**src/rtl/srp_pkg.sv**
```systemverilog
// ----------------------------------------------------------------------------
// srp_pkg - shared types and constants for the rect-to-polar power core
// Field widths, item classes, CORDIC angle table and iteration counts.
// ----------------------------------------------------------------------------
package srp_pkg;

	localparam int SAMPLE_BITS     = 24;
	localparam int PHASE_FRAC_BITS = 13;

	localparam int PHASE_BITS  = PHASE_FRAC_BITS + 3;
	localparam int POWER_BITS  = 2 * SAMPLE_BITS;
	localparam int TOTAL_BITS  = 64;

	localparam int IN_FIELDS_W  = 2 * SAMPLE_BITS;
	localparam int IN_TDATA_W   = ((IN_FIELDS_W + 7) / 8) * 8;
	localparam int OUT_FIELDS_W = SAMPLE_BITS + PHASE_BITS + POWER_BITS + TOTAL_BITS;
	localparam int OUT_TDATA_W  = ((OUT_FIELDS_W + 7) / 8) * 8;

	localparam int ANGLE_FRAC    = 24;
	localparam int GUARD_BITS    = 24;
	localparam int CORDIC_STEPS  = 24;
	localparam int ANGLE_PI      = 52707179;
	localparam int ANGLE_HALF_PI = 26353589;

	localparam int XW = SAMPLE_BITS + GUARD_BITS + 4;
	localparam int ZW = 28;

	localparam int SQRT_STEPS = SAMPLE_BITS;
	localparam int RUN_STEPS  = (SQRT_STEPS > CORDIC_STEPS) ? SQRT_STEPS : CORDIC_STEPS;
	localparam int CNT_W      = $clog2(RUN_STEPS);

	localparam int QUEUE_DEPTH = 2;
	localparam int QPTR_W      = (QUEUE_DEPTH > 1) ? $clog2(QUEUE_DEPTH) : 1;
	localparam int QCNT_W      = $clog2(QUEUE_DEPTH + 1);

	localparam int CLS_W = 3;
	localparam logic [CLS_W-1:0] CLS_ZERO     = 3'd0;
	localparam logic [CLS_W-1:0] CLS_PI       = 3'd1;
	localparam logic [CLS_W-1:0] CLS_HALF_PI  = 3'd2;
	localparam logic [CLS_W-1:0] CLS_NHALF_PI = 3'd3;
	localparam logic [CLS_W-1:0] CLS_CORDIC   = 3'd4;

	typedef struct packed {
		logic signed [SAMPLE_BITS-1:0] re;
		logic signed [SAMPLE_BITS-1:0] im;
		logic [POWER_BITS-1:0]         power;
		logic                          last;
		logic [CLS_W-1:0]              cls;
	} srp_item_t;

	function automatic logic signed [ZW-1:0] atan_q24(input logic [CNT_W-1:0] idx);
		logic signed [ZW-1:0] v;
		case (idx)
			5'd0:    v = ZW'(13176795);
			5'd1:    v = ZW'(7778716);
			5'd2:    v = ZW'(4110060);
			5'd3:    v = ZW'(2086331);
			5'd4:    v = ZW'(1047214);
			5'd5:    v = ZW'(524117);
			5'd6:    v = ZW'(262123);
			5'd7:    v = ZW'(131069);
			5'd8:    v = ZW'(65536);
			5'd9:    v = ZW'(32768);
			5'd10:   v = ZW'(16384);
			5'd11:   v = ZW'(8192);
			5'd12:   v = ZW'(4096);
			5'd13:   v = ZW'(2048);
			5'd14:   v = ZW'(1024);
			5'd15:   v = ZW'(512);
			5'd16:   v = ZW'(256);
			5'd17:   v = ZW'(128);
			5'd18:   v = ZW'(64);
			5'd19:   v = ZW'(32);
			5'd20:   v = ZW'(16);
			5'd21:   v = ZW'(8);
			5'd22:   v = ZW'(4);
			5'd23:   v = ZW'(2);
			default: v = '0;
		endcase
		return v;
	endfunction

endpackage

```
**src/rtl/srp_front.sv**
```systemverilog
// ----------------------------------------------------------------------------
// srp_front - bin intake and classification
// Registers each bin, squares both parts, sorts the bin into a phase class
// and pushes the finished item into the queue.
// ----------------------------------------------------------------------------
module srp_front import srp_pkg::*; (
	input  logic                          clk,
	input  logic                          arst_n,
	input  logic                          in_valid,
	output logic                          in_ready,
	input  logic signed [SAMPLE_BITS-1:0] in_re,
	input  logic signed [SAMPLE_BITS-1:0] in_im,
	input  logic                          in_real_only,
	input  logic                          in_last,
	output logic                          q_valid,
	input  logic                          q_ready,
	output srp_item_t                     q_item
);

	logic                          v_s1;
	logic signed [SAMPLE_BITS-1:0] re_s1;
	logic signed [SAMPLE_BITS-1:0] im_s1;
	logic                          last_s1;

	logic                          v_s2;
	logic signed [SAMPLE_BITS-1:0] re_s2;
	logic signed [SAMPLE_BITS-1:0] im_s2;
	logic [POWER_BITS-1:0]         sq_re_s2;
	logic [POWER_BITS-1:0]         sq_im_s2;
	logic                          last_s2;
	logic [CLS_W-1:0]              cls_s2;

	logic                          push;
	logic                          load_s2;
	logic signed [POWER_BITS-1:0]  sq_re;
	logic signed [POWER_BITS-1:0]  sq_im;
	logic [CLS_W-1:0]              cls;

	assign push     = v_s2 && q_ready;
	assign load_s2  = v_s1 && (!v_s2 || push);
	assign in_ready = !v_s1 || load_s2;

	assign sq_re = re_s1 * re_s1;
	assign sq_im = im_s1 * im_s1;

	always_comb begin
		if (im_s1 == '0) begin
			cls = re_s1[SAMPLE_BITS-1] ? CLS_PI : CLS_ZERO;
		end else if (re_s1 == '0) begin
			cls = im_s1[SAMPLE_BITS-1] ? CLS_NHALF_PI : CLS_HALF_PI;
		end else begin
			cls = CLS_CORDIC;
		end
	end

	always_ff @(posedge clk or negedge arst_n) begin
		if (!arst_n) begin
			v_s1 <= 1'b0;
			v_s2 <= 1'b0;
		end else begin
			if (in_ready) begin
				v_s1 <= in_valid;
			end
			if (load_s2) begin
				v_s2 <= 1'b1;
			end else if (push) begin
				v_s2 <= 1'b0;
			end
		end
	end

	always_ff @(posedge clk) begin
		if (in_ready && in_valid) begin
			re_s1   <= in_re;
			im_s1   <= in_real_only ? '0 : in_im;
			last_s1 <= in_last;
		end
		if (load_s2) begin
			re_s2    <= re_s1;
			im_s2    <= im_s1;
			sq_re_s2 <= POWER_BITS'(sq_re);
			sq_im_s2 <= POWER_BITS'(sq_im);
			last_s2  <= last_s1;
			cls_s2   <= cls;
		end
	end

	assign q_valid      = v_s2;
	assign q_item.re    = re_s2;
	assign q_item.im    = im_s2;
	assign q_item.power = sq_re_s2 + sq_im_s2;
	assign q_item.last  = last_s2;
	assign q_item.cls   = cls_s2;

endmodule

```
**src/rtl/srp_queue.sv**
```systemverilog
// ----------------------------------------------------------------------------
// srp_queue - short item queue between front and back
// Register-based FIFO of classified items.
// ----------------------------------------------------------------------------
module srp_queue import srp_pkg::*; (
	input  logic      clk,
	input  logic      arst_n,
	input  logic      wr_valid,
	output logic      wr_ready,
	input  srp_item_t wr_item,
	output logic      rd_valid,
	input  logic      rd_ready,
	output srp_item_t rd_item
);

	srp_item_t         mem_q [QUEUE_DEPTH];
	logic [QPTR_W-1:0] wr_ptr_q;
	logic [QPTR_W-1:0] rd_ptr_q;
	logic [QCNT_W-1:0] count_q;
	logic              do_wr;
	logic              do_rd;

	assign wr_ready = (count_q != QCNT_W'(QUEUE_DEPTH));
	assign rd_valid = (count_q != '0);
	assign do_wr    = wr_valid && wr_ready;
	assign do_rd    = rd_valid && rd_ready;
	assign rd_item  = mem_q[rd_ptr_q];

	function automatic logic [QPTR_W-1:0] next_ptr(input logic [QPTR_W-1:0] p);
		logic [QPTR_W-1:0] n;
		n = (p == QPTR_W'(QUEUE_DEPTH - 1)) ? '0 : p + 1'b1;
		return n;
	endfunction

	always_ff @(posedge clk or negedge arst_n) begin
		if (!arst_n) begin
			wr_ptr_q <= '0;
			rd_ptr_q <= '0;
			count_q  <= '0;
		end else begin
			if (do_wr) begin
				wr_ptr_q <= next_ptr(wr_ptr_q);
			end
			if (do_rd) begin
				rd_ptr_q <= next_ptr(rd_ptr_q);
			end
			if (do_wr && !do_rd) begin
				count_q <= count_q + 1'b1;
			end else if (do_rd && !do_wr) begin
				count_q <= count_q - 1'b1;
			end
		end
	end

	always_ff @(posedge clk) begin
		if (do_wr) begin
			mem_q[wr_ptr_q] <= wr_item;
		end
	end

endmodule

```
**src/rtl/srp_back.sv**
```systemverilog
// ----------------------------------------------------------------------------
// srp_back - iterative CORDIC, square root and frame power sum
// Runs a vectoring CORDIC and a restoring square root side by side, one step
// a cycle, then rounds, updates the saturating sum and fills the output
// register.
// ----------------------------------------------------------------------------
module srp_back import srp_pkg::*; (
	input  logic                   clk,
	input  logic                   arst_n,
	input  logic                   q_valid,
	output logic                   q_ready,
	input  srp_item_t              q_item,
	output logic                   out_valid,
	input  logic                   out_ready,
	output logic [SAMPLE_BITS-1:0] out_magnitude,
	output logic [PHASE_BITS-1:0]  out_phase,
	output logic [POWER_BITS-1:0]  out_bin_power,
	output logic [TOTAL_BITS-1:0]  out_power_total,
	output logic                   out_frame_end
);

	localparam logic [1:0] ST_IDLE = 2'd0;
	localparam logic [1:0] ST_RUN  = 2'd1;
	localparam logic [1:0] ST_FIN  = 2'd2;

	localparam int SH = ANGLE_FRAC - PHASE_FRAC_BITS;
	localparam logic signed [ZW-1:0] Z_PI    = ZW'(ANGLE_PI);
	localparam logic signed [ZW-1:0] Z_HALF  = ZW'(ANGLE_HALF_PI);
	localparam logic signed [ZW-1:0] Z_RND   = ZW'(1 << (SH - 1));
	localparam logic signed [ZW-1:0] Z_LIM   = ZW'((ANGLE_PI + (1 << (SH - 1))) >> SH);

	logic [1:0]                 state_q;
	logic [CNT_W-1:0]           cnt_q;

	logic signed [XW-1:0]       x_q;
	logic signed [XW-1:0]       y_q;
	logic signed [ZW-1:0]       z_q;

	logic [POWER_BITS-1:0]      rad_q;
	logic [SAMPLE_BITS+1:0]     rem_q;
	logic [SAMPLE_BITS-1:0]     root_q;

	logic [POWER_BITS-1:0]      power_q;
	logic                       last_q;
	logic [CLS_W-1:0]           cls_q;

	logic [TOTAL_BITS-1:0]      acc_q;

	logic                       out_valid_q;
	logic [SAMPLE_BITS-1:0]     mag_q;
	logic [PHASE_BITS-1:0]      phase_q;
	logic [POWER_BITS-1:0]      bin_power_q;
	logic [TOTAL_BITS-1:0]      total_q;
	logic                       frame_end_q;

	logic                       pop;
	logic                       out_free;
	logic                       finish;

	logic signed [XW-1:0]       x_ld;
	logic signed [XW-1:0]       y_ld;
	logic signed [ZW-1:0]       z_ld;

	logic signed [XW-1:0]       dx;
	logic signed [XW-1:0]       dy;
	logic signed [ZW-1:0]       tz;

	logic [SAMPLE_BITS+3:0]     sq_lhs;
	logic [SAMPLE_BITS+3:0]     sq_rhs;
	logic                       sq_ok;

	logic [SAMPLE_BITS-1:0]     mag;
	logic signed [ZW-1:0]       z_sel;
	logic signed [ZW-1:0]       z_rnd;
	logic signed [ZW-1:0]       z_clp;
	logic [TOTAL_BITS:0]        sum;
	logic [TOTAL_BITS-1:0]      total;

	assign pop      = (state_q == ST_IDLE) && q_valid;
	assign q_ready  = (state_q == ST_IDLE);
	assign out_free = !out_valid_q || out_ready;
	assign finish   = (state_q == ST_FIN) && out_free;

	always_comb begin
		x_ld = signed'(XW'(q_item.re)) <<< GUARD_BITS;
		y_ld = signed'(XW'(q_item.im)) <<< GUARD_BITS;
		z_ld = '0;
		if (q_item.re[SAMPLE_BITS-1]) begin
			x_ld = -x_ld;
			y_ld = -y_ld;
			z_ld = q_item.im[SAMPLE_BITS-1] ? -Z_PI : Z_PI;
		end
	end

	assign dx = y_q >>> cnt_q;
	assign dy = x_q >>> cnt_q;
	assign tz = atan_q24(cnt_q);

	assign sq_lhs = {rem_q, rad_q[POWER_BITS-1 -: 2]};
	assign sq_rhs = {2'b00, root_q, 2'b01};
	assign sq_ok  = (sq_lhs >= sq_rhs);

	assign mag = (rem_q > {2'b00, root_q}) ? root_q + 1'b1 : root_q;

	always_comb begin
		case (cls_q)
			CLS_ZERO:     z_sel = '0;
			CLS_PI:       z_sel = Z_PI;
			CLS_HALF_PI:  z_sel = Z_HALF;
			CLS_NHALF_PI: z_sel = -Z_HALF;
			CLS_CORDIC:   z_sel = z_q;
			default:      z_sel = '0;
		endcase
		z_rnd = (z_sel + Z_RND) >>> SH;
		if (z_rnd > Z_LIM) begin
			z_clp = Z_LIM;
		end else if (z_rnd < -Z_LIM) begin
			z_clp = -Z_LIM;
		end else begin
			z_clp = z_rnd;
		end
	end

	assign sum   = {1'b0, acc_q} + (TOTAL_BITS + 1)'(power_q);
	assign total = sum[TOTAL_BITS] ? '1 : sum[TOTAL_BITS-1:0];

	always_ff @(posedge clk or negedge arst_n) begin
		if (!arst_n) begin
			state_q     <= ST_IDLE;
			cnt_q       <= '0;
			acc_q       <= '0;
			out_valid_q <= 1'b0;
		end else begin
			case (state_q)
				ST_IDLE: begin
					cnt_q <= '0;
					if (q_valid) begin
						state_q <= ST_RUN;
					end
				end
				ST_RUN: begin
					if (cnt_q == CNT_W'(RUN_STEPS - 1)) begin
						state_q <= ST_FIN;
					end else begin
						cnt_q <= cnt_q + 1'b1;
					end
				end
				ST_FIN: begin
					if (out_free) begin
						state_q <= ST_IDLE;
						acc_q   <= last_q ? '0 : total;
					end
				end
				default: state_q <= ST_IDLE;
			endcase
			if (finish) begin
				out_valid_q <= 1'b1;
			end else if (out_ready) begin
				out_valid_q <= 1'b0;
			end
		end
	end

	always_ff @(posedge clk) begin
		if (pop) begin
			x_q     <= x_ld;
			y_q     <= y_ld;
			z_q     <= z_ld;
			rad_q   <= q_item.power;
			rem_q   <= '0;
			root_q  <= '0;
			power_q <= q_item.power;
			last_q  <= q_item.last;
			cls_q   <= q_item.cls;
		end else if (state_q == ST_RUN) begin
			if (cnt_q < CNT_W'(CORDIC_STEPS)) begin
				if (!y_q[XW-1]) begin
					x_q <= x_q + dx;
					y_q <= y_q - dy;
					z_q <= z_q + tz;
				end else begin
					x_q <= x_q - dx;
					y_q <= y_q + dy;
					z_q <= z_q - tz;
				end
			end
			if (cnt_q < CNT_W'(SQRT_STEPS)) begin
				rad_q  <= rad_q << 2;
				rem_q  <= sq_ok ? (SAMPLE_BITS + 2)'(sq_lhs - sq_rhs)
				                : (SAMPLE_BITS + 2)'(sq_lhs);
				root_q <= {root_q[SAMPLE_BITS-2:0], sq_ok};
			end
		end
		if (finish) begin
			mag_q       <= mag;
			phase_q     <= PHASE_BITS'(z_clp);
			bin_power_q <= power_q;
			total_q     <= total;
			frame_end_q <= last_q;
		end
	end

	assign out_valid       = out_valid_q;
	assign out_magnitude   = mag_q;
	assign out_phase       = phase_q;
	assign out_bin_power   = bin_power_q;
	assign out_power_total = total_q;
	assign out_frame_end   = frame_end_q;

endmodule

```
**src/rtl/spectrum_rect_to_polar_power_core.sv**
```systemverilog
// ----------------------------------------------------------------------------
// spectrum_rect_to_polar_power_core - spectrum bin to polar form and power
// Magnitude, four-quadrant phase and exact power per bin, with a saturating
// frame power sum given with every result and cleared after the last bin.
//
//   channel  dir  tdata (low bit up)                        tuser      tlast
//   s_       in   real_part[23:0] imag_part[47:24]          real_only  last_bin
//   m_       out  magnitude[23:0] phase[39:24]              -          frame_end
//                 bin_power[87:40] power_total[151:88]
//
// In the back end each bin is loaded, run through 24 shared steps of the
// CORDIC and the square root, then rounded and registered as the result.
// The front end registers each bin in stages s1 and s2 and keeps taking bins
// into a two-entry queue while the back end works or the output stalls.
// Reset clears all control state and the power sum; nothing needs a sweep.
// ----------------------------------------------------------------------------
module spectrum_rect_to_polar_power_core import srp_pkg::*; (
	input  logic                     clk,
	input  logic                     arst_n,
	input  logic                     s_tvalid,
	output logic                     s_tready,
	input  logic [IN_TDATA_W-1:0]    s_tdata,   // real_part, imag_part
	input  logic                     s_tuser,   // real_only
	input  logic                     s_tlast,   // last_bin
	output logic                     m_tvalid,
	input  logic                     m_tready,
	output logic [OUT_TDATA_W-1:0]   m_tdata,   // magnitude, phase, bin_power, power_total
	output logic                     m_tlast    // frame_end
);

	logic                   q_in_valid;
	logic                   q_in_ready;
	srp_item_t              q_in_item;
	logic                   q_out_valid;
	logic                   q_out_ready;
	srp_item_t              q_out_item;

	logic [SAMPLE_BITS-1:0] magnitude;
	logic [PHASE_BITS-1:0]  phase;
	logic [POWER_BITS-1:0]  bin_power;
	logic [TOTAL_BITS-1:0]  power_total;

	srp_front u_front (
		.clk          (clk),
		.arst_n       (arst_n),
		.in_valid     (s_tvalid),
		.in_ready     (s_tready),
		.in_re        (s_tdata[SAMPLE_BITS-1:0]),
		.in_im        (s_tdata[2*SAMPLE_BITS-1:SAMPLE_BITS]),
		.in_real_only (s_tuser),
		.in_last      (s_tlast),
		.q_valid      (q_in_valid),
		.q_ready      (q_in_ready),
		.q_item       (q_in_item)
	);

	srp_queue u_queue (
		.clk      (clk),
		.arst_n   (arst_n),
		.wr_valid (q_in_valid),
		.wr_ready (q_in_ready),
		.wr_item  (q_in_item),
		.rd_valid (q_out_valid),
		.rd_ready (q_out_ready),
		.rd_item  (q_out_item)
	);

	srp_back u_back (
		.clk             (clk),
		.arst_n          (arst_n),
		.q_valid         (q_out_valid),
		.q_ready         (q_out_ready),
		.q_item          (q_out_item),
		.out_valid       (m_tvalid),
		.out_ready       (m_tready),
		.out_magnitude   (magnitude),
		.out_phase       (phase),
		.out_bin_power   (bin_power),
		.out_power_total (power_total),
		.out_frame_end   (m_tlast)
	);

	assign m_tdata = OUT_TDATA_W'({power_total, bin_power, phase, magnitude});

endmodule
```
**config.mk**
```make
export PLATFORM = sky130hd
export DESIGN_NAME = spectrum_rect_to_polar_power_core
export DESIGN_NICKNAME = d
export VERILOG_FILES = /design/src/rtl/srp_pkg.sv /design/src/rtl/srp_front.sv /design/src/rtl/srp_queue.sv /design/src/rtl/srp_back.sv /design/src/rtl/spectrum_rect_to_polar_power_core.sv
export SDC_FILE = /design/constraint.sdc
export NUM_CORES = 2
export LEC_CHECK = 0
export ABC_CLOCK_PERIOD_IN_PS = 8600
export BUFFER_PORTS_ARGS = -buffer_cell sky130_fd_sc_hd__buf_4
export CORE_MARGIN = 2
export CORE_UTILIZATION = 54
export DETAILED_ROUTE_END_ITERATION = 7
export PLACE_DENSITY_LB_ADDON = 0.2
export SETUP_SLACK_MARGIN = 0.02
export SLEW_MARGIN = 15
export SYNTH_ARGS = -nofsm -noshare
export SYNTH_HDL_FRONTEND = slang
export SYNTH_SLANG_ARGS = --single-unit
```
**constraint.sdc**
```tcl
create_clock -name clk -period 8.6 [get_ports clk]
set_input_delay 1.72 -clock clk [delete_from_list [all_inputs] [get_ports clk]]
set_output_delay 1.72 -clock clk [all_outputs]
set_load 0.05 [all_outputs]
```
==> summary.md <==
| Metric | Value |
|---|---|
| Status | `finished, final reports clean` |
| Post-Layout Cell Count | `11839` |
| Critical path type | `flop to flop` |
| CP max FO | `15` |
| Die X | `424.9 um` |
| Max Cap Violations | `0` |
| Slew margin rel. | `0.2518` |
| Filler cell count | `between 15000 and 20000` |
| Area grow syn2layout | `8.134%` |
| FF-to-FF setup slack | `between 400 and 500 ps` |
| Met3 usage | `0.03809` |
| Placed insts | `11635` |
| RSZ-0062 raised after global routing | `false` |
| Final wirelength | `~270000 um` |
| Hold Path Depth | `0` |
| M1 GR Usage | `0.3958` |
| Placed cell areas | `~100000 sq um` |
| Fin crit period | `8181 ps` |
| Main flop type after synthesis | `edfxtp_1` |
| Count of cell types in the netlist | `112` |
| Dpl ws | `380.3 ps` |
| # Post-CTS Setup Buffers | `0` |
| FFs w/ async S/R, synth | `0.08609` |
| Fin area | `~100000 sq um` |
| Largest net degree at the start of global routing | `127` |
| Multi-input logic area | `between 60000 and 70000 sq um` |
| Fmax achieved | `122.2 MHz` |
| Post-CTS Hold Buffers | `0` |
| # rows | `154` |
| Critical Path RT | `roughly 9000 ps` |
| Yosys warns | `0` |
| DP Wirelength | `about 210000 um` |
| Post-route ant nets | `0` |
| Cells after Synth | `a little over 9000` |
| # IOs | `between 200 and 250` |
| Clk sink count | `906` |
| Hold Path Class | `flop to flop` |
| Starting density of the core | `0.5432` |
| Flip-flop and latch area | `26340 sq um` |
| Vias in the first global route | `approximately 72000` |
| Worst setup EP type | `flop` |
| Gr busiest metal | `met2` |
| Final WS setup | `between 400 and 500 ps` |
| Worst reg2reg path depth | `27` |
| Seq/Total Area, Yosys | `0.2751` |
| Max Slew Vio Count | `0` |
| Total core area | `between 150000 and 200000 sq um` |
| Slew @ Worst Pin | `around 1100 ps` |
| GR Overflow Total | `0` |
| Crit path arrival time | `~8600 ps` |
| Final Cycle Share | `0.9513` |
| Die Height | `approximately 420 um` |
| Vias post-DR | `around 70000` |
| Hold Path Sink | `u_queue.mem_q[1][96]` |
| Final setup viols | `0` |
| Buffer depth of the longest clock path | `3` |
| RR Endpoint | `u_front.sq_re_s2[43]` |
| Num CTS Buffers | `between 100 and 150` |
| Routed wire per std cell | `22.74 um` |
| Post-CTS sizing | `0` |
| Share of cells above drive strength 1 | `0.1014` |
| Iteration-0 DRC Markers | `5776` |
| First-pass GRT wire length | `about 420000 um` |
| Post-Syn Area per Cell | `approximately 10 sq um` |
| PortBufs | `208` |
| CTS tree | `built` |
| Number of synthesized flops with an enable pin | `778` |
| Clk_lat worst skew | `about 770 ps` |
| Setup crit start kind | `flop` |
| Total Neg Setup Slack | `0 ps` |
| Most common cell after layout, fill and taps aside | `inv_1` |
| Number of H-tree levels | `3` |
| Syn nets | `11019` |
| Drt pass-1 iters | `6` |
| Vias per cell | `between 5 and 6` |
| Final hold vios | `0` |
| Total track usage | `0.2999` |
| Die area | `180500 sq um` |
| Fin Clk Skew | `~73 ps` |
| Initial antenna violation count | `12` |
| Drt drc | `0` |
| Root Buffer | `clkbuf_16` |
| CTS clk-pin slew, worst paths | `roughly 60 ps` |
| GRT met2 Usage | `0.5038` |
| Hold Path Origin | `u_front.re_s2[20]` |
| Worst r2r src | `u_front.re_s1[18]` |
| Most frequent cells in the layout | `1440 x inv_1, 1114 x fa_1, 791 x nand2_1` |
| Mapped cell area | `~96000 sq um` |
| RePlAce Congestion | `0.9934` |
| FF+latch count, synth | `approximately 900` |
| Layout Nets | `around 11000` |
## worst max-delay path, stage by stage, from the launching register on
cell	delay (ps)
edfxtp_1	1060
nand2_1	270
fa_1	590
inv_1	50
fa_1	460
fa_1	580
inv_1	70
fa_1	500
inv_1	50
fa_1	490
fa_1	490
inv_1	50
fa_1	470
inv_1	40
ha_1	360
a21oi_1	210
nor3b_1	200
a31oi_1	150
nand3_1	120
o31ai_1	70
buf_4	160
o31ai_1	200
buf_4	190
nor3_1	70
o31ai_1	350
o211ai_1	190
or2_2	310
xor2_1	150
## cell type report
class                           count  share of cell area
Inverter                         1450             0.05281
Timing Repair Buffer              381             0.02838
Clock inverter                     65            0.007536
Sequential cell                   906              0.2546
Antenna cell                        5           0.0001210
Tap cell                         2340             0.02830
Multi-Input combinational cell   6562              0.6020
Clock buffer                      130             0.02628
## synthesized netlist by cell type, types with 218 or more instances
| library cell | number | area share |
|---|---|---|
| inv_1 | 1444 | 0.057 |
| fa_1 | 1114 | 0.23 |
| nand2_1 | 792 | 0.031 |
| edfxtp_1 | 778 | 0.24 |
| ha_1 | 562 | 0.074 |
| nor2_1 | 495 | 0.019 |
| a21oi_1 | 464 | 0.024 |
| xnor2_1 | 323 | 0.030 |
| o21ai_0 | 280 | 0.015 |
| clkbuf_1 | 257 | 0.010 |
| and2_1 | 231 | 0.015 |
| a21o_1 | 218 | 0.017 |
## through the flow
| step | util | hold slack (ps) |
|---|---|---|
| 3_3_place_gp | 0.5672 | 422.9 |
| 6_report | 0.5873 | 424.8 |
| 5_1_grt | 0.5873 | 442.6 |
| 4_1_cts | 0.5870 | 429.7 |
| 2_1_floorplan | - | 400.3 |
| 3_5_place_dp | 0.5672 | 430.6 |
## worst max-delay path by stage
stage	from	end	slack, ps
final	u_front.re_s1[18]	u_front.sq_re_s2[43]	420
after global routing	u_front.re_s1[18]	u_front.sq_re_s2[43]	40
after CTS	u_front.im_s1[11]	u_front.sq_im_s2[47]	360
after detailed placement	u_front.im_s1[11]	u_front.sq_im_s2[47]	380
after global placement	u_front.im_s1[11]	u_front.sq_im_s2[47]	430
after floorplan	u_back.cnt_q[4]	u_back.root_q[10]	450
## per-layer routing
layer  share of wire  wire length, um
met2            0.49           130800
met3           0.066            17710
met4           0.044            11920
met5        0.000093               25
met1            0.40           108800
## flip-flops by register name, summed over array words and instances (netlist names), 2 cells and up
| name | count |
|---|---|
| u_queue.mem_q | 200 |
| u_back.acc_q | 64 |
| u_back.out_power_total | 64 |
| u_back.x_q | 52 |
| u_back.y_q | 52 |
| u_back.out_bin_power | 48 |
| u_back.power_q | 48 |
| u_back.rad_q | 48 |
| u_front.sq_im_s2 | 47 |
| u_front.sq_re_s2 | 47 |
| u_back.z_q | 28 |
| u_back.rem_q | 26 |
| u_back.out_magnitude | 24 |
| u_back.root_q | 24 |
| u_front.im_s1 | 24 |
| u_front.re_s1 | 24 |
| u_front.im_s2 | 23 |
| u_front.re_s2 | 23 |
| u_back.out_phase | 16 |
| u_back.cnt_q | 5 |
| u_back.cls_q | 3 |
| u_front.cls_s2 | 3 |
| u_back.state_q | 2 |
| u_queue.count_q | 2 |
## kinds of logic after synthesis
family | synth area share
AO/OA/AOI/OAI | 0.1134
flip-flops | 0.2751
XOR/XNOR | 0.04816
multiplexers | 0.06910
adder cells (fa/ha/maj) | 0.3069
buffers and inverters | 0.07458
AND/OR/NAND/NOR | 0.1128
Power is not shown: default switching activity piles up to over one toggle a cycle in this logic, so the estimate is an artifact.
